[config.mk]
export PLATFORM = sky130hd
export DESIGN_NAME = http_request_completion_detector
export DESIGN_NICKNAME = d
export VERILOG_FILES = /design/src/hdl/hrcd_pkg.sv /design/src/hdl/hrcd_parse.sv /design/src/hdl/http_request_completion_detector.sv
export SDC_FILE = /design/constraint.sdc
export NUM_CORES = 1
export LEC_CHECK = 0
export BUFFER_PORTS_ARGS = -buffer_cell sky130_fd_sc_hd__buf_4
export CAP_MARGIN = 10
export CELL_PAD_IN_SITES_DETAIL_PLACEMENT = 1
export CELL_PAD_IN_SITES_GLOBAL_PLACEMENT = 2
export CORE_UTILIZATION = 39
export CTS_BUF_LIST = sky130_fd_sc_hd__clkbuf_2
export DETAILED_ROUTE_END_ITERATION = 7
export GPL_TIMING_DRIVEN = 0
export PLACE_DENSITY_LB_ADDON = 0.08
export SLEW_MARGIN = 15
export SYNTH_ARGS = -nofsm -noshare
export SYNTH_HDL_FRONTEND = slang
export SYNTH_SLANG_ARGS = --single-unit
[constraint.sdc]
create_clock -name i_clk -period 9 [get_ports i_clk]
set_clock_uncertainty 0.1 [all_clocks]
set_input_delay 1.8 -clock i_clk [delete_from_list [all_inputs] [get_ports i_clk]]
set_output_delay 1.8 -clock i_clk [all_outputs]
set_load 0.01 [all_outputs]
[src/hdl/hrcd_pkg.sv]
// shared types, constants and keyword table for the request completion detector
package hrcd_pkg;

    localparam int unsigned LEN_W  = 31;
    localparam int unsigned KW_LEN = 15;
    localparam logic [LEN_W-1:0] LEN_MAX = {LEN_W{1'b1}};

    // number parse phases
    localparam logic [1:0] PH_KEY   = 2'd0;
    localparam logic [1:0] PH_BLANK = 2'd1;
    localparam logic [1:0] PH_NUM   = 2'd2;
    localparam logic [1:0] PH_DONE  = 2'd3;

    // character codes
    localparam logic [7:0] CH_CR    = 8'h0D;
    localparam logic [7:0] CH_LF    = 8'h0A;
    localparam logic [7:0] CH_SP    = 8'h20;
    localparam logic [7:0] CH_TAB   = 8'h09;
    localparam logic [7:0] CH_PLUS  = 8'h2B;
    localparam logic [7:0] CH_MINUS = 8'h2D;
    localparam logic [7:0] CH_ZERO  = 8'h30;
    localparam logic [7:0] CH_NINE  = 8'h39;
    localparam logic [7:0] CH_C     = 8'h43;

    typedef struct packed {
        logic             status;
        logic             header_done;
        logic [LEN_W-1:0] content_length;
        logic [LEN_W-1:0] body_bytes;
    } t_result;

    // "Content-Length:" one character per index
    function automatic logic [7:0] kw_char(input logic [3:0] idx);
        logic [7:0] c;
        case (idx)
            4'd0:    c = 8'h43; // C
            4'd1:    c = 8'h6F; // o
            4'd2:    c = 8'h6E; // n
            4'd3:    c = 8'h74; // t
            4'd4:    c = 8'h65; // e
            4'd5:    c = 8'h6E; // n
            4'd6:    c = 8'h74; // t
            4'd7:    c = 8'h2D; // -
            4'd8:    c = 8'h4C; // L
            4'd9:    c = 8'h65; // e
            4'd10:   c = 8'h6E; // n
            4'd11:   c = 8'h67; // g
            4'd12:   c = 8'h74; // t
            4'd13:   c = 8'h68; // h
            4'd14:   c = 8'h3A; // :
            default: c = 8'h00;
        endcase
        return c;
    endfunction

endpackage

[src/hdl/hrcd_parse.sv]
// parse state registers and the single-byte update logic
module hrcd_parse (
    input  logic              i_clk,
    input  logic              i_rst_n,
    input  logic              i_step,
    input  logic [7:0]        i_byte,
    input  logic              i_new,
    output hrcd_pkg::t_result o_res
);
    import hrcd_pkg::*;

    logic [1:0]       r_term,  n_term;
    logic             r_hdone, n_hdone;
    logic [3:0]       r_kw,    n_kw;
    logic [1:0]       r_phase, n_phase;
    logic [LEN_W-1:0] r_val,   n_val;
    logic             r_neg,   n_neg;
    logic [LEN_W-1:0] r_body,  n_body;

    logic [LEN_W-1:0] val_base;
    logic [LEN_W+3:0] prod;
    logic [LEN_W-1:0] len;
    logic             is_digit;
    logic             take_digit;

    assign is_digit = (i_byte >= CH_ZERO) && (i_byte <= CH_NINE);
    // value before this byte, cleared on a new request
    assign val_base = i_new ? '0 : r_val;
    // value * 10 + digit; the low nibble of an ascii digit is its value
    assign prod = {3'b000, val_base, 1'b0}
                + {1'b0, val_base, 3'b000}
                + {{LEN_W{1'b0}}, i_byte[3:0]};

    always_comb begin
        n_term     = i_new ? '0 : r_term;
        n_hdone    = i_new ? 1'b0 : r_hdone;
        n_kw       = i_new ? '0 : r_kw;
        n_phase    = i_new ? PH_KEY : r_phase;
        n_val      = val_base;
        n_neg      = i_new ? 1'b0 : r_neg;
        n_body     = i_new ? '0 : r_body;
        take_digit = 1'b0;

        if (n_hdone) begin
            if (n_body != LEN_MAX) begin
                n_body = n_body + 1'b1;
            end
        end else begin
            // keyword and number
            if (n_phase == PH_KEY) begin
                if ((n_kw < 4'(KW_LEN)) && (i_byte == kw_char(n_kw))) begin
                    if (n_kw == 4'(KW_LEN - 1)) begin
                        n_phase = PH_BLANK;
                    end
                    n_kw = n_kw + 1'b1;
                end else begin
                    n_kw = (i_byte == CH_C) ? 4'd1 : 4'd0;
                end
            end else if (n_phase == PH_BLANK) begin
                if ((i_byte == CH_SP) || (i_byte == CH_TAB)) begin
                    n_phase = PH_BLANK;
                end else if ((i_byte == CH_PLUS) || (i_byte == CH_MINUS)) begin
                    // sign takes this byte, digits start with the next
                    n_neg   = (i_byte == CH_MINUS);
                    n_phase = PH_NUM;
                end else begin
                    n_phase    = PH_NUM;
                    take_digit = 1'b1;
                end
            end else if (n_phase == PH_NUM) begin
                take_digit = 1'b1;
            end
            if (take_digit) begin
                if (is_digit) begin
                    n_val = (prod[LEN_W+3:LEN_W] != '0) ? LEN_MAX : prod[LEN_W-1:0];
                end else begin
                    n_phase = PH_DONE;
                end
            end
            // header terminator
            case (n_term)
                2'd0, 2'd2: begin
                    n_term = (i_byte == CH_CR) ? n_term + 1'b1 : 2'd0;
                end
                default: begin
                    if (i_byte == CH_LF) begin
                        if (n_term == 2'd3) begin
                            n_hdone = 1'b1;
                            n_term  = 2'd0;
                        end else begin
                            n_term = 2'd2;
                        end
                    end else begin
                        n_term = (i_byte == CH_CR) ? 2'd1 : 2'd0;
                    end
                end
            endcase
        end
    end

    assign len                  = n_neg ? '0 : n_val;
    assign o_res.status         = n_hdone && (n_body >= len);
    assign o_res.header_done    = n_hdone;
    assign o_res.content_length = len;
    assign o_res.body_bytes     = n_body;

    always_ff @(posedge i_clk) begin
        if (!i_rst_n) begin
            r_term  <= '0;
            r_hdone <= 1'b0;
            r_kw    <= '0;
            r_phase <= PH_KEY;
            r_val   <= '0;
            r_neg   <= 1'b0;
            r_body  <= '0;
        end else if (i_step) begin
            r_term  <= n_term;
            r_hdone <= n_hdone;
            r_kw    <= n_kw;
            r_phase <= n_phase;
            r_val   <= n_val;
            r_neg   <= n_neg;
            r_body  <= n_body;
        end
    end

endmodule

[src/hdl/http_request_completion_detector.sv]
// top level: input register, parse update and result register
//
//  channel  direction  handshake          payload
//  input    in         i_valid / o_ready  i_data_byte, i_new_request
//  result   out        o_valid / i_ready  o_status, o_header_done,
//                                         o_content_length, o_body_bytes
//
// one byte per cycle sustained while the result side is ready; each byte passes the
// input register, then the parse update into the result register
// the parse state registers are updated in the same cycle the result is registered
// synchronous active-low reset clears both valid flags and all parse state
// a stalled result holds the pipe; the input register still takes one more byte
module http_request_completion_detector (
    input  logic                       i_clk,
    input  logic                       i_rst_n,
    input  logic                       i_valid,
    output logic                       o_ready,
    input  logic [7:0]                 i_data_byte,
    input  logic                       i_new_request,
    output logic                       o_valid,
    input  logic                       i_ready,
    output logic                       o_status,
    output logic                       o_header_done,
    output logic [hrcd_pkg::LEN_W-1:0] o_content_length,
    output logic [hrcd_pkg::LEN_W-1:0] o_body_bytes
);
    import hrcd_pkg::*;

    // input register
    logic       r_in_valid;
    logic [7:0] r_in_byte;
    logic       r_in_new;

    // result register
    logic    r_out_valid;
    t_result r_out;
    t_result res;

    logic step;     // byte in the input register moves into the result register
    logic out_free; // result register can be loaded this cycle

    assign out_free = !r_out_valid || i_ready;
    assign step     = r_in_valid && out_free;
    assign o_ready  = !r_in_valid || out_free;

    always_ff @(posedge i_clk) begin
        if (!i_rst_n) begin
            r_in_valid <= 1'b0;
        end else if (o_ready) begin
            r_in_valid <= i_valid;
        end
    end

    always_ff @(posedge i_clk) begin
        if (o_ready && i_valid) begin
            r_in_byte <= i_data_byte;
            r_in_new  <= i_new_request;
        end
    end

    // parse state and byte update
    hrcd_parse u_parse (
        .i_clk   (i_clk),
        .i_rst_n (i_rst_n),
        .i_step  (step),
        .i_byte  (r_in_byte),
        .i_new   (r_in_new),
        .o_res   (res)
    );

    always_ff @(posedge i_clk) begin
        if (!i_rst_n) begin
            r_out_valid <= 1'b0;
        end else if (out_free) begin
            r_out_valid <= r_in_valid;
        end
    end

    always_ff @(posedge i_clk) begin
        if (step) begin
            r_out <= res;
        end
    end

    assign o_valid          = r_out_valid;
    assign o_status         = r_out.status;
    assign o_header_done    = r_out.header_done;
    assign o_content_length = r_out.content_length;
    assign o_body_bytes     = r_out.body_bytes;

    // a complete request always has its header ended
    a_status_hdr: assert property (@(posedge i_clk) disable iff (!i_rst_n)
        o_valid && o_status |-> o_header_done)
        else $error("status set without header end");

    // a complete request has at least the announced body
    a_status_len: assert property (@(posedge i_clk) disable iff (!i_rst_n)
        o_valid && o_status |-> o_body_bytes >= o_content_length)
        else $error("status set with short body");

    // a byte moved out of the input register shows up as a result
    a_step_out: assert property (@(posedge i_clk) disable iff (!i_rst_n)
        step |=> r_out_valid)
        else $error("stepped byte lost");

    // input side only stalls when both stages are full
    a_stall_full: assert property (@(posedge i_clk) disable iff (!i_rst_n)
        !o_ready |-> r_in_valid && r_out_valid && !i_ready)
        else $error("input stalled with room");

endmodule

==> metrics.csv <==
stage,metric,value,unit
outcome,outcome,completed,
drt,drt pass-1 iters,5,
timing,period utilisation layout,92.66,%
timing,Final TNS setup,0,ns
floorplanning,die height,165.1,um
clock_tree,CTS HTree Levels,4,
yosys,Mean Syn Cell Area,8.659,um^2
drt,DRT iter0 DRCs,582,
yosys,Mapped Nets,1310,
min_path,Hold Path Class,flop to flop,
timing,RSZ-0062 raised after global routing,no,
worst_setup_path,CP Data Required Time,9.49,ns
clock_tree,clk slew on worst S/H paths,0.31,ns
global_routing,vias in the first global route,9497,
worst_setup_path,CP Launch Type,flop,
yosys,Post-Syn Area,10370,um^2
floorplanning,die footprint,27250,um^2
worst_setup_path,Crit Path Category,flop to flop,
placed_design,dpl cells,1612,
timing,final setup fails,0,
finish,most frequent cells in the layout,"114 x o21ai_0, 104 x nand2_1, 98 x ha_1",
global_routing,first-pass GRT wire length,55000,um
global_routing,Overall Global Routing Usage,27.11,%
finish,"most common cell after layout, fill and taps aside",o21ai_0,
global_routing,gr ovfl total,0,
drt,# DRC,0,
clock_tree,CTS buffer count,17,
yosys,synth warn,0,
timing,final max-slew violation count,0,
worst_setup_path,CP Max Fanout,19,
power_and_ir_drop,Lkg Pwr,4.640,nW
clock_tree,hold_buf cts,0,
floorplanning,IO Count,79,
flow_run,maxcap violations,0,
placed_design,I/O Buffers,78,
worst_setup_path,worst reg2reg path startpoint,r_in_new$_DFFE_PP_,
drt,post-route ant nets,0,
floorplanning,Die Width,165.1,um
yosys,Synth Instances,1198,
yosys,share of flip-flops with an asynchronous set or reset,0,%
min_path,hold_sp,u_parse.r_body[5]$_SDFFE_PN0P_,
yosys,Synth Flop Type,dfxtp_1,
timing,Slew HR,24.57,%
worst_setup_path,Critical Path Slowest Stage Cell,o311ai_0,
worst_setup_path,critical path's largest stage delay,0.54,ns
timing,Final Hold Vio Count,0,
power_and_ir_drop,pwr dens,111.1,nW/um^2
placed_design,placer congestion estimate,0.8623,
worst_setup_path,R2R cell count,27,
worst_setup_path,R2R setup slack,0.66,ns
placed_design,Detailed Place HPWL,28260,um
timing,Slew @ Worst Pin,1.125,ns
drt,Routed Wire Length,36300,um
worst_setup_path,most used cell along the critical path,o21a_1,
clock_tree,Longest Clk Path Bufs,2,
floorplanning,core area,26060,um^2
clock_tree,clk_lat worst skew,0.79,ns
worst_setup_path,CP Capture Point,o_status$_DFFE_PP_,
clock_tree,CTS sink count,147,
clock_tree,Root Buffer,clkbuf_2,
worst_setup_path,Critical Path AT,8.83,ns
yosys,register bit total from synthesis,147,
timing,Final Critical Period,8.340,ns
worst_setup_path,Critical Path End Type,flop,
floorplanning,Starting Density,39.81,%
finish,layout overhead on the synthesized area,12.66,%
drt,Vias/cell,5.770,
finish,share of cells above drive strength 1,11.09,%
global_routing,initial antenna violation count,2,
floorplanning,cell row count,59,
timing,Peak Freq,0.1199,GHz
global_routing,largest net degree at the start of global routing,63,
power_and_ir_drop,Worst VDD drop,0.00006152,V
drt,post-DR wirelength/cell,22.07,um
worst_setup_path,crit path from,r_in_new$_DFFE_PP_,
finish,Nets,1407,
yosys,sequential area share after synthesis,35.41,%
clock_tree,CTS tree,yes,
worst_setup_path,worst reg2reg path endpoint,o_status$_DFFE_PP_,
yosys,Cell variety after synth,74,
finish,Layout Cells excl Fill,1645,
drt,via count,9491,
yosys,"EDFF count, synth",73,
==> synthesized netlist by cell type (all sizes together), types with 11 or more instances <==
| library cell | instances | share of area, % |
|---|---|---|
| dfxtp | 74 | 14 |
| or3 | 12 | 0.72 |
| nor3 | 48 | 2.3 |
| edfxtp | 73 | 21 |
| nand3 | 26 | 1.3 |
| nand2b | 25 | 1.5 |
| nor2 | 93 | 3.4 |
| a22oi | 14 | 1.0 |
| clkbuf | 61 | 2.2 |
| and3 | 11 | 0.66 |
| nor2b | 50 | 3.0 |
| a21oi | 72 | 3.5 |
| nand4 | 25 | 1.5 |
| a31oi | 12 | 0.78 |
| o21a | 25 | 1.8 |
| o211ai | 14 | 1.0 |
| ha | 98 | 12 |
| inv | 23 | 0.83 |
| nand2 | 105 | 3.8 |
| a21o | 22 | 1.6 |
| xor2 | 21 | 1.8 |
| a211oi | 16 | 1.2 |
| o21ai | 116 | 5.6 |
| xnor2 | 42 | 3.5 |
==> report_power, final <==
group	internal (W)	switching, W	leakage [nW]	total (W)
Clock	0.000100	0.000331	0.158	0.000432
Combinational	0.0000465	0.0000916	3.19	0.000138
Sequential	0.000721	0.00000784	1.29	0.000728
==> sequential cells by signal, summed over array words and instances (netlist names) <==
name	cells
u_parse.r_phase	2
o_status	1
u_parse.r_val	31
r_in_valid	1
r_in_byte	8
u_parse.r_hdone	1
u_parse.r_term	2
u_parse.r_neg	1
u_parse.r_kw	4
r_in_new	1
o_content_length	31
u_parse.r_body	31
o_valid	1
o_header_done	1
o_body_bytes	31
==> worst max-delay path: cells and delay by family, from the launching register on <==
family | cells | cell delay, ns
compound gates | 14 | 3.57
buf+inv | 5 | 1.84
simple gates | 5 | 1.10
fa+ha+maj | 3 | 1.05
flops | 1 | 0.48
==> cell type report <==
| type | instances | area (um^2) |
|---|---|---|
| clock buffers | 17 | 85.08 |
| plain buffers | 70 | 304.0 |
| well taps | 335 | 419.2 |
| diodes | 2 | 5.005 |
| fillers | 3134 | 14370 |
| inverters | 24 | 90.09 |
| clock inverters | 15 | 183.9 |
| repair buffers | 79 | 613.1 |
| multi-input cells | 956 | 6314 |
| flip-flops and latches | 147 | 3674 |
==> per-layer routing <==
metal  part of all wire [%]  wire, um  global-route usage, %
met1                     45     16360                  34.70
met2                     48     17430                  46.27
met3                    4.0      1444                  3.796
met4                    2.9      1068                  9.716
met5                      0         0                      0
==> how the worst min path moves through the flow <==
stage | endpoint | slack, ns | cells past startpoint
floorplan | u_parse.r_val[2]$_SDFFE_PN0P_ | 0.32 | 2
global placement | u_parse.r_val[3]$_SDFFE_PN0P_ | 0.33 | 2
detailed placement | u_parse.r_val[3]$_SDFFE_PN0P_ | 0.34 | 2
CTS | u_parse.r_body[5]$_SDFFE_PN0P_ | 0.37 | 2
global route | u_parse.r_val[5]$_SDFFE_PN0P_ | 0.41 | 2
finish | u_parse.r_body[5]$_SDFFE_PN0P_ | 0.37 | 2
==> logic make-up (layout without fill, tap and decap cells) <==
| kind of cell | Yosys count | in the layout | share of synthesized area (%) |
|---|---|---|---|
| flops | 147 | 147 | 35.41 |
| fa+ha+maj | 99 | 99 | 12.01 |
| mux | 7 | 7 | 0.6875 |
| simple gates | 437 | 437 | 21.37 |
| compound gates | 350 | 350 | 21.47 |
| xor+xnor | 63 | 63 | 5.319 |
| other cells | 0 | 2 | 0 |
| buf+inv | 95 | 205 | 3.727 |
==> metrics by stage <==
step                      util [%]  instance area (um^2)  hold slack (ns)  total power [W]  setup slack (ns)
after floorplan                  -                 10370           0.3173        0.0008164             2.380
after global placement       43.66                 11380           0.3276        0.0008781           -0.6590
after detailed placement     43.78                 11410           0.3354        0.0008803           -0.6004
after CTS                    44.84                 11690           0.3738         0.001311            0.1344
after global routing         44.84                 11690           0.4076         0.001349          0.005898
final                        44.85                 11690           0.3716         0.001298            0.6604
==> repair_timing <==
item	4_1_cts	5_1_grt
endpoints found under the hold margin	0	0
buffers inserted	0	0
gates resized for setup	5	2
cloned	0	0
endpoints found under the setup margin	1	1
Power figures use the tool's default switching activity.
